$ cat src/bnfa_pkg.sv
// Shared types, codes and helpers for the bitmap next-fit allocator.
package bnfa_pkg;

    localparam int WORD_BITS = 32;
    localparam int OFF_BITS  = 5;
    localparam int IDX_BITS  = 10;
    localparam int CFG_BITS  = 11;

    typedef enum logic [1:0] {
        REQ_TEST  = 2'd0,
        REQ_SET   = 2'd1,
        REQ_CLEAR = 2'd2,
        REQ_SCAN  = 2'd3
    } t_req;

    typedef enum logic [1:0] {
        ST_OK          = 2'd0,
        ST_BAD_INDEX   = 2'd1,
        ST_NO_FREE     = 2'd2,
        ST_BAD_POINTER = 2'd3
    } t_status;

    typedef struct packed {
        logic                hit;
        logic [OFF_BITS-1:0] idx;
    } t_first;

    function automatic t_first find_first(input logic [WORD_BITS-1:0] v);
        t_first r;
        r.hit = 1'b0;
        r.idx = '0;
        for (int i = WORD_BITS - 1; i >= 0; i--) begin
            if (v[i]) begin
                r.hit = 1'b1;
                r.idx = OFF_BITS'(i);
            end
        end
        return r;
    endfunction

endpackage

$ cat src/bnfa_bitmap.sv
// Word-wide bitmap memory with per-word valid bits that read as zero after reset.
module bnfa_bitmap #(
    parameter int NW = 32,
    parameter int AW = 5
) (
    input  logic                          i_clk,
    input  logic                          i_rst_n,
    input  logic                          i_rd_en,
    input  logic [AW-1:0]                 i_rd_addr,
    output logic [bnfa_pkg::WORD_BITS-1:0] o_rd_data,
    input  logic                          i_wr_en,
    input  logic [AW-1:0]                 i_wr_addr,
    input  logic [bnfa_pkg::WORD_BITS-1:0] i_wr_data
);
    import bnfa_pkg::*;

    logic [WORD_BITS-1:0] r_mem [0:NW-1];
    logic [NW-1:0]        r_vld;
    logic [WORD_BITS-1:0] r_rdata;
    logic                 r_rvld;

    always_ff @(posedge i_clk) begin
        if (i_wr_en) begin
            r_mem[i_wr_addr] <= i_wr_data;
        end
        if (i_rd_en) begin
            r_rdata <= r_mem[i_rd_addr];
        end
    end

    always_ff @(posedge i_clk) begin
        if (!i_rst_n) begin
            r_vld  <= '0;
            r_rvld <= 1'b0;
        end else begin
            if (i_wr_en) begin
                r_vld[i_wr_addr] <= 1'b1;
            end
            if (i_rd_en) begin
                r_rvld <= r_vld[i_rd_addr];
            end
        end
    end

    assign o_rd_data = r_rvld ? r_rdata : '0;

endmodule

$ cat src/bitmap_next_fit_allocator_core.sv
// Bitmap next-fit allocator: request control, scan sequencer and result register.
// Test, set and clear read the word on accept, then modify/write it and register the result;
// an out-of-range index or pointer returns its status in the cycle after accept.
// A scan reads one 32-bit word per cycle from the pointer's word, wrapping past the last word to word 0.
// One transaction is in flight at a time; the next is taken once the result is taken.
// Synchronous active-low reset empties the map (per-word valid bits), zeroes the
// pointer and sets the length to 1024 (capped at MAP_BITS); no clearing pass.
module bitmap_next_fit_allocator_core #(
    parameter int MAP_BITS = 1024
) (
    input  logic        i_clk,
    input  logic        i_rst_n,
    input  logic        i_cfg_we,
    input  logic [10:0] i_cfg_wdata,
    input  logic        s_axis_tvalid,
    output logic        s_axis_tready,
    input  logic [15:0] s_axis_tdata,  // [9:0] bit_index
    input  logic [1:0]  s_axis_tuser,  // [1:0] req_type
    output logic        m_axis_tvalid,
    input  logic        m_axis_tready,
    output logic [15:0] m_axis_tdata,  // [0] bit_value, [10:1] found_index
    output logic [1:0]  m_axis_tuser   // [1:0] status
);
    import bnfa_pkg::*;

    localparam int LEN_CAP = (MAP_BITS < 2048) ? MAP_BITS : 2048;
    localparam int PW      = $clog2(LEN_CAP);
    localparam int LW      = $clog2(LEN_CAP + 1);
    localparam int NW      = (LEN_CAP + WORD_BITS - 1) / WORD_BITS;
    localparam int AW      = (NW > 1) ? $clog2(NW) : 1;
    localparam int LEN_RST = (LEN_CAP < 1024) ? LEN_CAP : 1024;

    typedef enum logic [1:0] {
        S_IDLE,
        S_EVAL,
        S_SCAN
    } t_state;

    t_state               r_state;
    t_req                 r_op;
    logic [OFF_BITS-1:0]  r_bit;
    logic [AW-1:0]        r_w;
    logic [AW-1:0]        r_w0;
    logic [OFF_BITS-1:0]  r_off;
    logic                 r_wrapped;
    logic [AW-1:0]        r_last_w;
    logic [OFF_BITS-1:0]  r_last_b;
    logic [PW-1:0]        r_ptr;
    logic [LW-1:0]        r_len;
    logic                 r_out_valid;
    t_status              r_status;
    logic                 r_value;
    logic [IDX_BITS-1:0]  r_found;

    logic                 accept;
    t_req                 in_req;
    logic [IDX_BITS-1:0]  in_idx;
    logic [PW-1:0]        in_pos;
    logic                 idx_bad;
    logic                 ptr_bad;
    logic [PW-1:0]        len_m1;
    logic [LW-1:0]        n_len;

    logic                 rd_en;
    logic [AW-1:0]        rd_addr;
    logic [WORD_BITS-1:0] rd_data;
    logic                 wr_en;
    logic [WORD_BITS-1:0] wr_data;

    logic [WORD_BITS-1:0] cand;
    t_first               first;
    logic [PW-1:0]        hit_pos;
    logic [PW-1:0]        n_ptr;
    logic                 at_last;
    logic [AW-1:0]        n_w;
    logic                 scan_end;

    assign s_axis_tready = (r_state == S_IDLE) && !r_out_valid;
    assign accept        = s_axis_tvalid && s_axis_tready;
    assign in_req        = t_req'(s_axis_tuser);
    assign in_idx        = s_axis_tdata[IDX_BITS-1:0];
    assign in_pos        = PW'(in_idx);
    assign idx_bad       = 32'(in_idx) >= 32'(r_len);
    assign ptr_bad       = 32'(r_ptr) >= 32'(r_len);
    assign len_m1        = PW'(32'(r_len) - 32'd1);
    assign n_len         = (32'(i_cfg_wdata) > LEN_CAP) ? LW'(LEN_CAP) : LW'(i_cfg_wdata);

    always_comb begin
        for (int j = 0; j < WORD_BITS; j++) begin
            cand[j] = !rd_data[j]
                && ((r_w != r_last_w) || (OFF_BITS'(j) <= r_last_b))
                && ((r_w != r_w0)
                    || (r_wrapped ? (OFF_BITS'(j) < r_off) : (OFF_BITS'(j) >= r_off)));
        end
    end

    assign first    = find_first(cand);
    assign hit_pos  = PW'({r_w, first.idx});
    assign n_ptr    = (32'(hit_pos) + 32'd1 == 32'(r_len)) ? '0 : PW'(32'(hit_pos) + 32'd1);
    assign at_last  = (r_w == r_last_w);
    assign n_w      = at_last ? '0 : AW'(32'(r_w) + 32'd1);
    assign scan_end = r_wrapped && (r_w == r_w0);

    always_comb begin
        rd_en   = 1'b0;
        rd_addr = '0;
        wr_en   = 1'b0;
        wr_data = rd_data;
        unique case (r_state)
            S_IDLE: begin
                if (accept) begin
                    if (in_req == REQ_SCAN) begin
                        rd_en   = !ptr_bad;
                        rd_addr = AW'(r_ptr >> OFF_BITS);
                    end else begin
                        rd_en   = !idx_bad;
                        rd_addr = AW'(in_pos >> OFF_BITS);
                    end
                end
            end
            S_EVAL: begin
                wr_en          = (r_op != REQ_TEST);
                wr_data[r_bit] = (r_op == REQ_SET);
            end
            S_SCAN: begin
                rd_en   = !first.hit && !scan_end;
                rd_addr = n_w;
            end
            default: begin
                rd_en = 1'b0;
            end
        endcase
    end

    bnfa_bitmap #(
        .NW(NW),
        .AW(AW)
    ) u_bitmap (
        .i_clk     (i_clk),
        .i_rst_n   (i_rst_n),
        .i_rd_en   (rd_en),
        .i_rd_addr (rd_addr),
        .o_rd_data (rd_data),
        .i_wr_en   (wr_en),
        .i_wr_addr (r_w),
        .i_wr_data (wr_data)
    );

    always_ff @(posedge i_clk) begin
        if (!i_rst_n) begin
            r_state     <= S_IDLE;
            r_ptr       <= '0;
            r_len       <= LW'(LEN_RST);
            r_out_valid <= 1'b0;
            r_op        <= REQ_TEST;
            r_wrapped   <= 1'b0;
        end else begin
            if (i_cfg_we) begin
                r_len <= n_len;
            end
            if (r_out_valid && m_axis_tready) begin
                r_out_valid <= 1'b0;
            end
            unique case (r_state)
                S_IDLE: begin
                    if (accept) begin
                        r_op      <= in_req;
                        r_value   <= 1'b0;
                        r_found   <= '0;
                        r_wrapped <= 1'b0;
                        r_last_w  <= AW'(len_m1 >> OFF_BITS);
                        r_last_b  <= OFF_BITS'(len_m1);
                        if (in_req == REQ_SCAN) begin
                            r_w  <= AW'(r_ptr >> OFF_BITS);
                            r_w0 <= AW'(r_ptr >> OFF_BITS);
                            r_off <= OFF_BITS'(r_ptr);
                            if (ptr_bad) begin
                                r_status    <= ST_BAD_POINTER;
                                r_out_valid <= 1'b1;
                            end else begin
                                r_status <= ST_OK;
                                r_state  <= S_SCAN;
                            end
                        end else begin
                            r_w   <= AW'(in_pos >> OFF_BITS);
                            r_bit <= OFF_BITS'(in_pos);
                            if (idx_bad) begin
                                r_status    <= ST_BAD_INDEX;
                                r_out_valid <= 1'b1;
                            end else begin
                                r_status <= ST_OK;
                                r_state  <= S_EVAL;
                            end
                        end
                    end
                end
                S_EVAL: begin
                    if (r_op == REQ_TEST) begin
                        r_value <= rd_data[r_bit];
                    end
                    r_out_valid <= 1'b1;
                    r_state     <= S_IDLE;
                end
                S_SCAN: begin
                    if (first.hit) begin
                        r_found     <= IDX_BITS'(hit_pos);
                        r_ptr       <= n_ptr;
                        r_out_valid <= 1'b1;
                        r_state     <= S_IDLE;
                    end else if (scan_end) begin
                        r_status    <= ST_NO_FREE;
                        r_out_valid <= 1'b1;
                        r_state     <= S_IDLE;
                    end else begin
                        r_w <= n_w;
                        if (at_last) begin
                            r_wrapped <= 1'b1;
                        end
                    end
                end
                default: begin
                    r_state <= S_IDLE;
                end
            endcase
        end
    end

    assign m_axis_tvalid = r_out_valid;
    assign m_axis_tuser  = r_status;
    assign m_axis_tdata  = {5'd0, r_found, r_value};

endmodule

$ cat config.mk
export PLATFORM = sky130hd
export DESIGN_NAME = bitmap_next_fit_allocator_core
export DESIGN_NICKNAME = d
export VERILOG_FILES = /design/src/bnfa_pkg.sv /design/src/bnfa_bitmap.sv /design/src/bitmap_next_fit_allocator_core.sv
export SDC_FILE = /design/constraint.sdc
export NUM_CORES = 1
export LEC_CHECK = 0
export ABC_CLOCK_PERIOD_IN_PS = 5000
export BUFFER_PORTS_ARGS = -buffer_cell sky130_fd_sc_hd__buf_2
export CAP_MARGIN = 10
export CELL_PAD_IN_SITES_DETAIL_PLACEMENT = 1
export CELL_PAD_IN_SITES_GLOBAL_PLACEMENT = 2
export CORE_ASPECT_RATIO = 1.4
export CORE_MARGIN = 1.5
export CORE_UTILIZATION = 45
export DETAILED_ROUTE_END_ITERATION = 16
export PLACE_DENSITY_LB_ADDON = 0.3
export SETUP_SLACK_MARGIN = 0.5
export SLEW_MARGIN = 20
export SYNTH_ARGS = -nofsm -noshare
export SYNTH_HDL_FRONTEND = slang
export SYNTH_HIERARCHICAL = 1
export SYNTH_SLANG_ARGS = --single-unit
$ cat constraint.sdc
create_clock -name i_clk -period 5 [get_ports i_clk]
set_clock_uncertainty 0.1 [all_clocks]
set_input_delay 0.25 -clock i_clk [delete_from_list [all_inputs] [get_ports i_clk]]
set_output_delay 0.25 -clock i_clk [all_outputs]
set_load 0.05 [all_outputs]
Word-level counts from Yosys, hierarchy flattened
Memories as Yosys holds them, arrays and structs flattened. A register that Yosys moved wholly into a read port is not among the register bits.
Index checks and enable logic that the tools add are counted.
{ "op_classes": {"n_mux": 123, "n_lt_le_gt_ge": 104, "n_addsub": 3, "eq_ne": 19, "n_reduce_logical": 188, "n_bitwise": 2} }
{ "op_table": {"columns": ["cell", "n"], "rows": [
  ["two-way mux 6 bit", 32],
  [">= comparator 5 bit (first input constant)", 16],
  ["<= comparator 5 bit (first input constant)", 16],
  ["< comparator 5 bit (first input constant)", 16],
  ["logical AND 1 bit", 71],
  ["logical OR 1 bit", 64],
  ["two-way mux 32 bit", 2],
  ["two-way mux 1 bit", 54],
  [">= comparator 4 x 5 -> 1 bit (first input constant)", 8],
  ["<= comparator 4 x 5 -> 1 bit (first input constant)", 8],
  ["< comparator 4 x 5 -> 1 bit (first input constant)", 8],
  ["zero test 1 bit", 37],
  ["bitwise mux 32 bit", 1],
  ["OR 32 bit", 1],
  ["two-way mux 10 bit", 3],
  ["two-way mux 5 bit", 6],
  [">= comparator 10 x 11 -> 1 bit", 2],
  ["two-way mux 2 bit", 11],
  [">= comparator 3 x 5 -> 1 bit (first input constant)", 4],
  ["<= comparator 3 x 5 -> 1 bit (first input constant)", 4],
  ["< comparator 3 x 5 -> 1 bit (first input constant)", 4],
  ["case mux 10 bit (2 select lines)", 1],
  ["case mux 5 bit (2 select lines)", 2],
  ["AND reduction 4 bit", 5],
  ["32 further kinds", 63]
]} }
{ "totals": {"mem_count": 1, "ram_bits": 1024, "output_inout_bits": 20, "reg_bits": 103, "wordCells": 457, "inputBits": 34} }
{ "mem_list": {"columns": ["memory", "depth", "word_bits", "read_ports", "rd_clocked_by_memory_dff", "wr", "line_no", "source"], "rows": [
  ["u_bitmap.r_mem", 32, 32, 1, 1, 1, "bnfa_bitmap.sv:17", "logic [WORD_BITS-1:0] r_mem [0:NW-1];"]
]} }

Longest topological paths before layout
{ "depth": {"ltp_word": 39, "ltp_mapped": 21} }

By module
The synthesis kept the hierarchy.
{ "modules_own_cells": {"columns": ["module", "area_per_inst_um2", "cells_per_inst", "seq_area_each_um2", "instances"], "rows": [
  ["bnfa_bitmap", 41304.6, 1678, 32371.0, 1],
  ["bitmap_next_fit_allocator_core", 7044.3, 818, 1831.8, 1]
]} }

Worst setup path after synthesis
OpenSTA, ideal clock, no wires.
{ "synth_timing": {"path_kind": "register to register", "startpoint": "reg r_w[3]", "endpoint": "reg r_ptr[0]", "setup_ps": 117, "path_slack_ps": 45, "arrival_ps": 4737, "path_stages_with_launch": 20, "path_cell_list": "edfxtp_1 -> buf_6 -> xor2_2 -> or2_1 -> nor3_2 -> a221oi_1 -> o21ai_0 -> nand4_1 -> a221oi_1 -> nand2_1 -> inv_1 -> ha_1 -> inv_1 -> or4_4 -> a2111o_1 -> or3_1 -> a221oi_2 -> a41o_2 -> o2111ai_4 -> a32o_1"} }
{ "synth_rtl": {"columns": ["item", "line_no", "source"], "rows": [
  ["start: declaration", "bitmap_next_fit_allocator_core.sv:42", "logic [AW-1:0] r_w;"],
  ["start signal: assignment", "bitmap_next_fit_allocator_core.sv:174", "r_w <= AW'(r_ptr >> OFF_BITS);"],
  ["start signal: assignment", "bitmap_next_fit_allocator_core.sv:185", "r_w <= AW'(in_pos >> OFF_BITS);"],
  ["start signal: assignment", "bitmap_next_fit_allocator_core.sv:215", "r_w <= n_w;"],
  ["end signal: assignment", "bitmap_next_fit_allocator_core.sv:207", "r_ptr <= n_ptr;"],
  ["end: declaration", "bitmap_next_fit_allocator_core.sv:48", "logic [PW-1:0] r_ptr;"]
]} }

==> metrics.txt <==
status=finished with violations; failing checks=negative setup slack; Post-synth EDFFs=1099; Post-layout nets=2854; initial DRC count=2445; Rows=between 100 and 150; vias in the first global route=about 28000; commonest non-fill, non-tap cell in the layout=edfxtp_1; Tmin final=5.130 ns; CP top delay family=simple AND/OR/NAND/NOR gates; switching power=~0.005 W; CP Max Fanout=15; number of antenna violations at the first check in global routing=0; Final WS setup=-0.1302 ns; worst skew pair latency=0.73 ns; number of library cell types mapped by synthesis=97; Seq cells post-synth=between 1000 and 1500; FFs w/ async S/R, synth=0; Max VDD drop=0.2797 mV; Worst Hold End=r_w[1]$_DFFE_PP_; Pwr Density=about 370 nW/um^2; Worst Path Arrival=about 5.6 ns; type of the tightest min-delay check=in -> reg; Comb power frac=0.096; Post-Synth Adder-Cell Area=0.005952; TritonCTS clock tree=built; slew margin rel.=0.2336; worst path required time=around 5.5 ns; worst path bufs/invs=4; Max Cap Viol=0; Clk network pwr share=0.388; Compound-Gate Fraction of Synth Area=0.04573; multiplexer area fraction after synthesis=0.1682; Sw Ratio=0.2306; initial core utilization=0.4528; I/O pin cnt=54; htree depth=3; highest-count cells in the layout ignoring fill and taps=edfxtp_1 (1099), mux4_2 (328), buf_4 (208); Die ar.=109400 um^2; largest net degree at the start of global routing=70; RePlAce Congestion=0.9209; Final Setup Violations=10; Pins Over Slew Limit=0; number of detailed-route iterations in the first pass=5; WL per Instance=33.43 um; CTS max path bufs=3; synthesized area=a little under 50000 um^2; Root Driver=clkbuf_16; Worst setup EP type=flip-flop; synth warn=6; CP startpoint kind=flip-flop; Synth Area in Simple Gates=0.04198; DRC Markers=0; Worst Reg2Reg Path Length in Cells=20; leading area contributor after synthesis=edfxtp_1; leakage=18.03 nW; ys flop type=edfxtp_1; hold path cells=3; reg2reg start=r_off[3]$_DFFE_PP_; Vias=approximately 26000; cells after synthesis=approximately 2500; Final ANT Viol Nets=0; Mean Syn Cell Area=roughly 19 um^2; worst slew pin tran=about 1.1 ns; Hold Crit Start=s_axis_tdata[6]; Synth top area share=0.6826; I/O Buffers=42; kind of critical path=reg -> reg; Filler Cell Count=~9500; RSZ-0062 raised after global routing=true; placed insts=4066; TritonCTS Sinks=roughly 1200; P_int=0.01621 W; Synth Area in XOR/XNOR=0.01177; worst path cell trace=buf_12, buf_4, o21a_1, or3_1, nand4_1, nand2_1, nor4_2, nor3_2, a221oi_2, nand2_1, inv_1, ha_2, inv_2, or4_4, a2111o_1, or3_4, a221oi_2, a41o_2, o2111ai_4, a32o_1; chip width=around 280 um; fmax=about 190 MHz; worst slack on hold paths=between 0.07 and 0.08 ns; slowest stage cell on the critical path=or4_4; fin crit share=1.026; first-pass GRT wire length=between 200 and 250 mm; Vias/cell=between 6 and 7; post-route insts no fill=around 4300; All-Layer GR Usage=0.2674; Post-Route Utilization=0.5316; max incr delay on CP=about 0.55 ns; largest cells by area after synthesis=edfxtp_1 (68%), mux4_2 (15%), dfxtp_1 (2.5%); Clock transition at path regs=around 0.060 ns; area grow syn2layout=17.41%; register area share after synthesis=0.7074; core area=roughly 110000 um^2; largest family of logic cells by synthesized area=multiplexers; Routed WL=~140 mm; CTS Buf Count=107; Hold Fails Final Rpt=0; sequential power share=0.516; share of cells above drive strength 1=0.3403; Die H=between 300 and 400 um; RR Endpoint=r_ptr[0]$_SDFFE_PN0P_; Remaining Overflow, GRT=0; FF-to-FF setup slack=-0.13 ns; DP HPWL=86.40 mm
==> area by class of cell <==
class / count / area (um^2) / share of cell area
well taps: 1440 / 1802 / 0.03174
flip-flops and latches: 1159 / 34200 / 0.6025
diodes: 2 / 5.005 / 0.00008816
repair buffers: 341 / 3119 / 0.05495
inverters: 28 / 105.1 / 0.001851
clock buffers: 124 / 2794 / 0.04922
clock inverters: 68 / 678.2 / 0.01195
multi-input cells: 1160 / 14060 / 0.2477
==> through the flow <==
stage | setup TNS, ns | worst slack, ns | total power (W) | cell area (um^2)
final | -0.8678 | -0.1302 | 0.02107 | 56770
after global routing | -2.870 | -0.3264 | 0.02160 | 56760
after CTS | -0.1312 | -0.04081 | 0.02120 | 56560
after detailed placement | -2.061 | -0.2654 | 0.01304 | 52430
after global placement | -0.8597 | -0.1315 | 0.01298 | 52400
after floorplan | 0 | 0.3213 | 0.01231 | 48450
==> flip-flops by register name, summed over array words and instances (netlist names), 5 cells and up <==
| name | count |
|---|---|
| u_bitmap/r_mem | 1024 |
| u_bitmap/r_rdata | 32 |
| u_bitmap/r_vld | 32 |
| r_len | 11 |
| r_found | 10 |
| r_ptr | 10 |
| r_bit | 5 |
| r_last_b | 5 |
| r_last_w | 5 |
| r_off | 5 |
| r_w0 | 5 |
| r_w | 5 |
==> worst max path at each step <==
stage / from / end / slack, ns / cells past startpoint
finish: r_off[3]$_DFFE_PP_ / r_ptr[0]$_SDFFE_PN0P_ / -0.13 / 20
global route: r_off[3]$_DFFE_PP_ / r_ptr[0]$_SDFFE_PN0P_ / -0.33 / 20
CTS: r_w[3]$_DFFE_PP_ / r_ptr[0]$_SDFFE_PN0P_ / -0.04 / 19
detailed placement: r_w[2]$_DFFE_PP_ / r_ptr[0]$_SDFFE_PN0P_ / -0.27 / 19
global placement: r_w[2]$_DFFE_PP_ / r_ptr[0]$_SDFFE_PN0P_ / -0.13 / 20
floorplan: r_w[3]$_DFFE_PP_ / r_ptr[0]$_SDFFE_PN0P_ / 0.32 / 20
==> what timing repair did <==
| action | CTS | global route |
|---|---|---|
| buffers inserted | 13 | 5 |
| endpoints found under the setup margin | 59 | 57 |
| hold buffers | 41 | 0 |
| resized for setup | 30 | 25 |
| endpoints found under the hold margin | 24 | 0 |
| pin swaps | 17 | 21 |
| gates cloned | 1 | 2 |
==> cells in the mapped netlist, types with 24 or more instances <==
cell type,instances
inv_1,27
and2_1,60
nor3_1,24
buf_2,35
o21a_1,48
a21oi_1,25
nor2_1,77
mux2i_1,24
mux2_2,45
xnor2_1,45
edfxtp_1,1099
nand3_1,33
clkbuf_1,82
mux4_2,328
dfxtp_1,60
o21ai_0,55
nand2_1,68
==> power groups by stage <==
stage          Combinational [W]  Sequential, W  Clock, W
6_report                 0.00202         0.0109   0.00817
2_1_floorplan            0.00123         0.0111         0
3_3_place_gp             0.00190         0.0111         0
3_5_place_dp             0.00196         0.0111         0
5_1_grt                  0.00214         0.0109   0.00858
4_1_cts                  0.00201         0.0109   0.00832
==> routing by layer <==
metal  global-route usage  part of all wire  vias up
met5                    0                 0        -
met2               0.4734              0.52      962
met4               0.1183             0.046        0
li1                     -                 -    10950
met3              0.03241             0.049      324
met1               0.3287              0.38    14220
==> cell families (layout without fill, tap and decap cells) <==
kind of cell,Yosys count,count (layout)
AOI/OAI and AO/OA,300,301
xor gates and xnor gates,59,59
adders and majority gates,23,23
buffers and inverters,182,561
DFF,1159,1159
muxes,397,397
other,1,7
and+or+nand+nor,375,375
==> worst register-to-register path: cells and delay by family (launching register included) <==
kind                       cells  cell delay (ns)
AOI/OAI and AO/OA              7             1.68
buffers and inverters          4             0.47
and+or+nand+nor                8             2.06
DFF                            1             0.49
adders and majority gates      1             0.18
No activity file was read; power rests on OpenSTA's default activity.
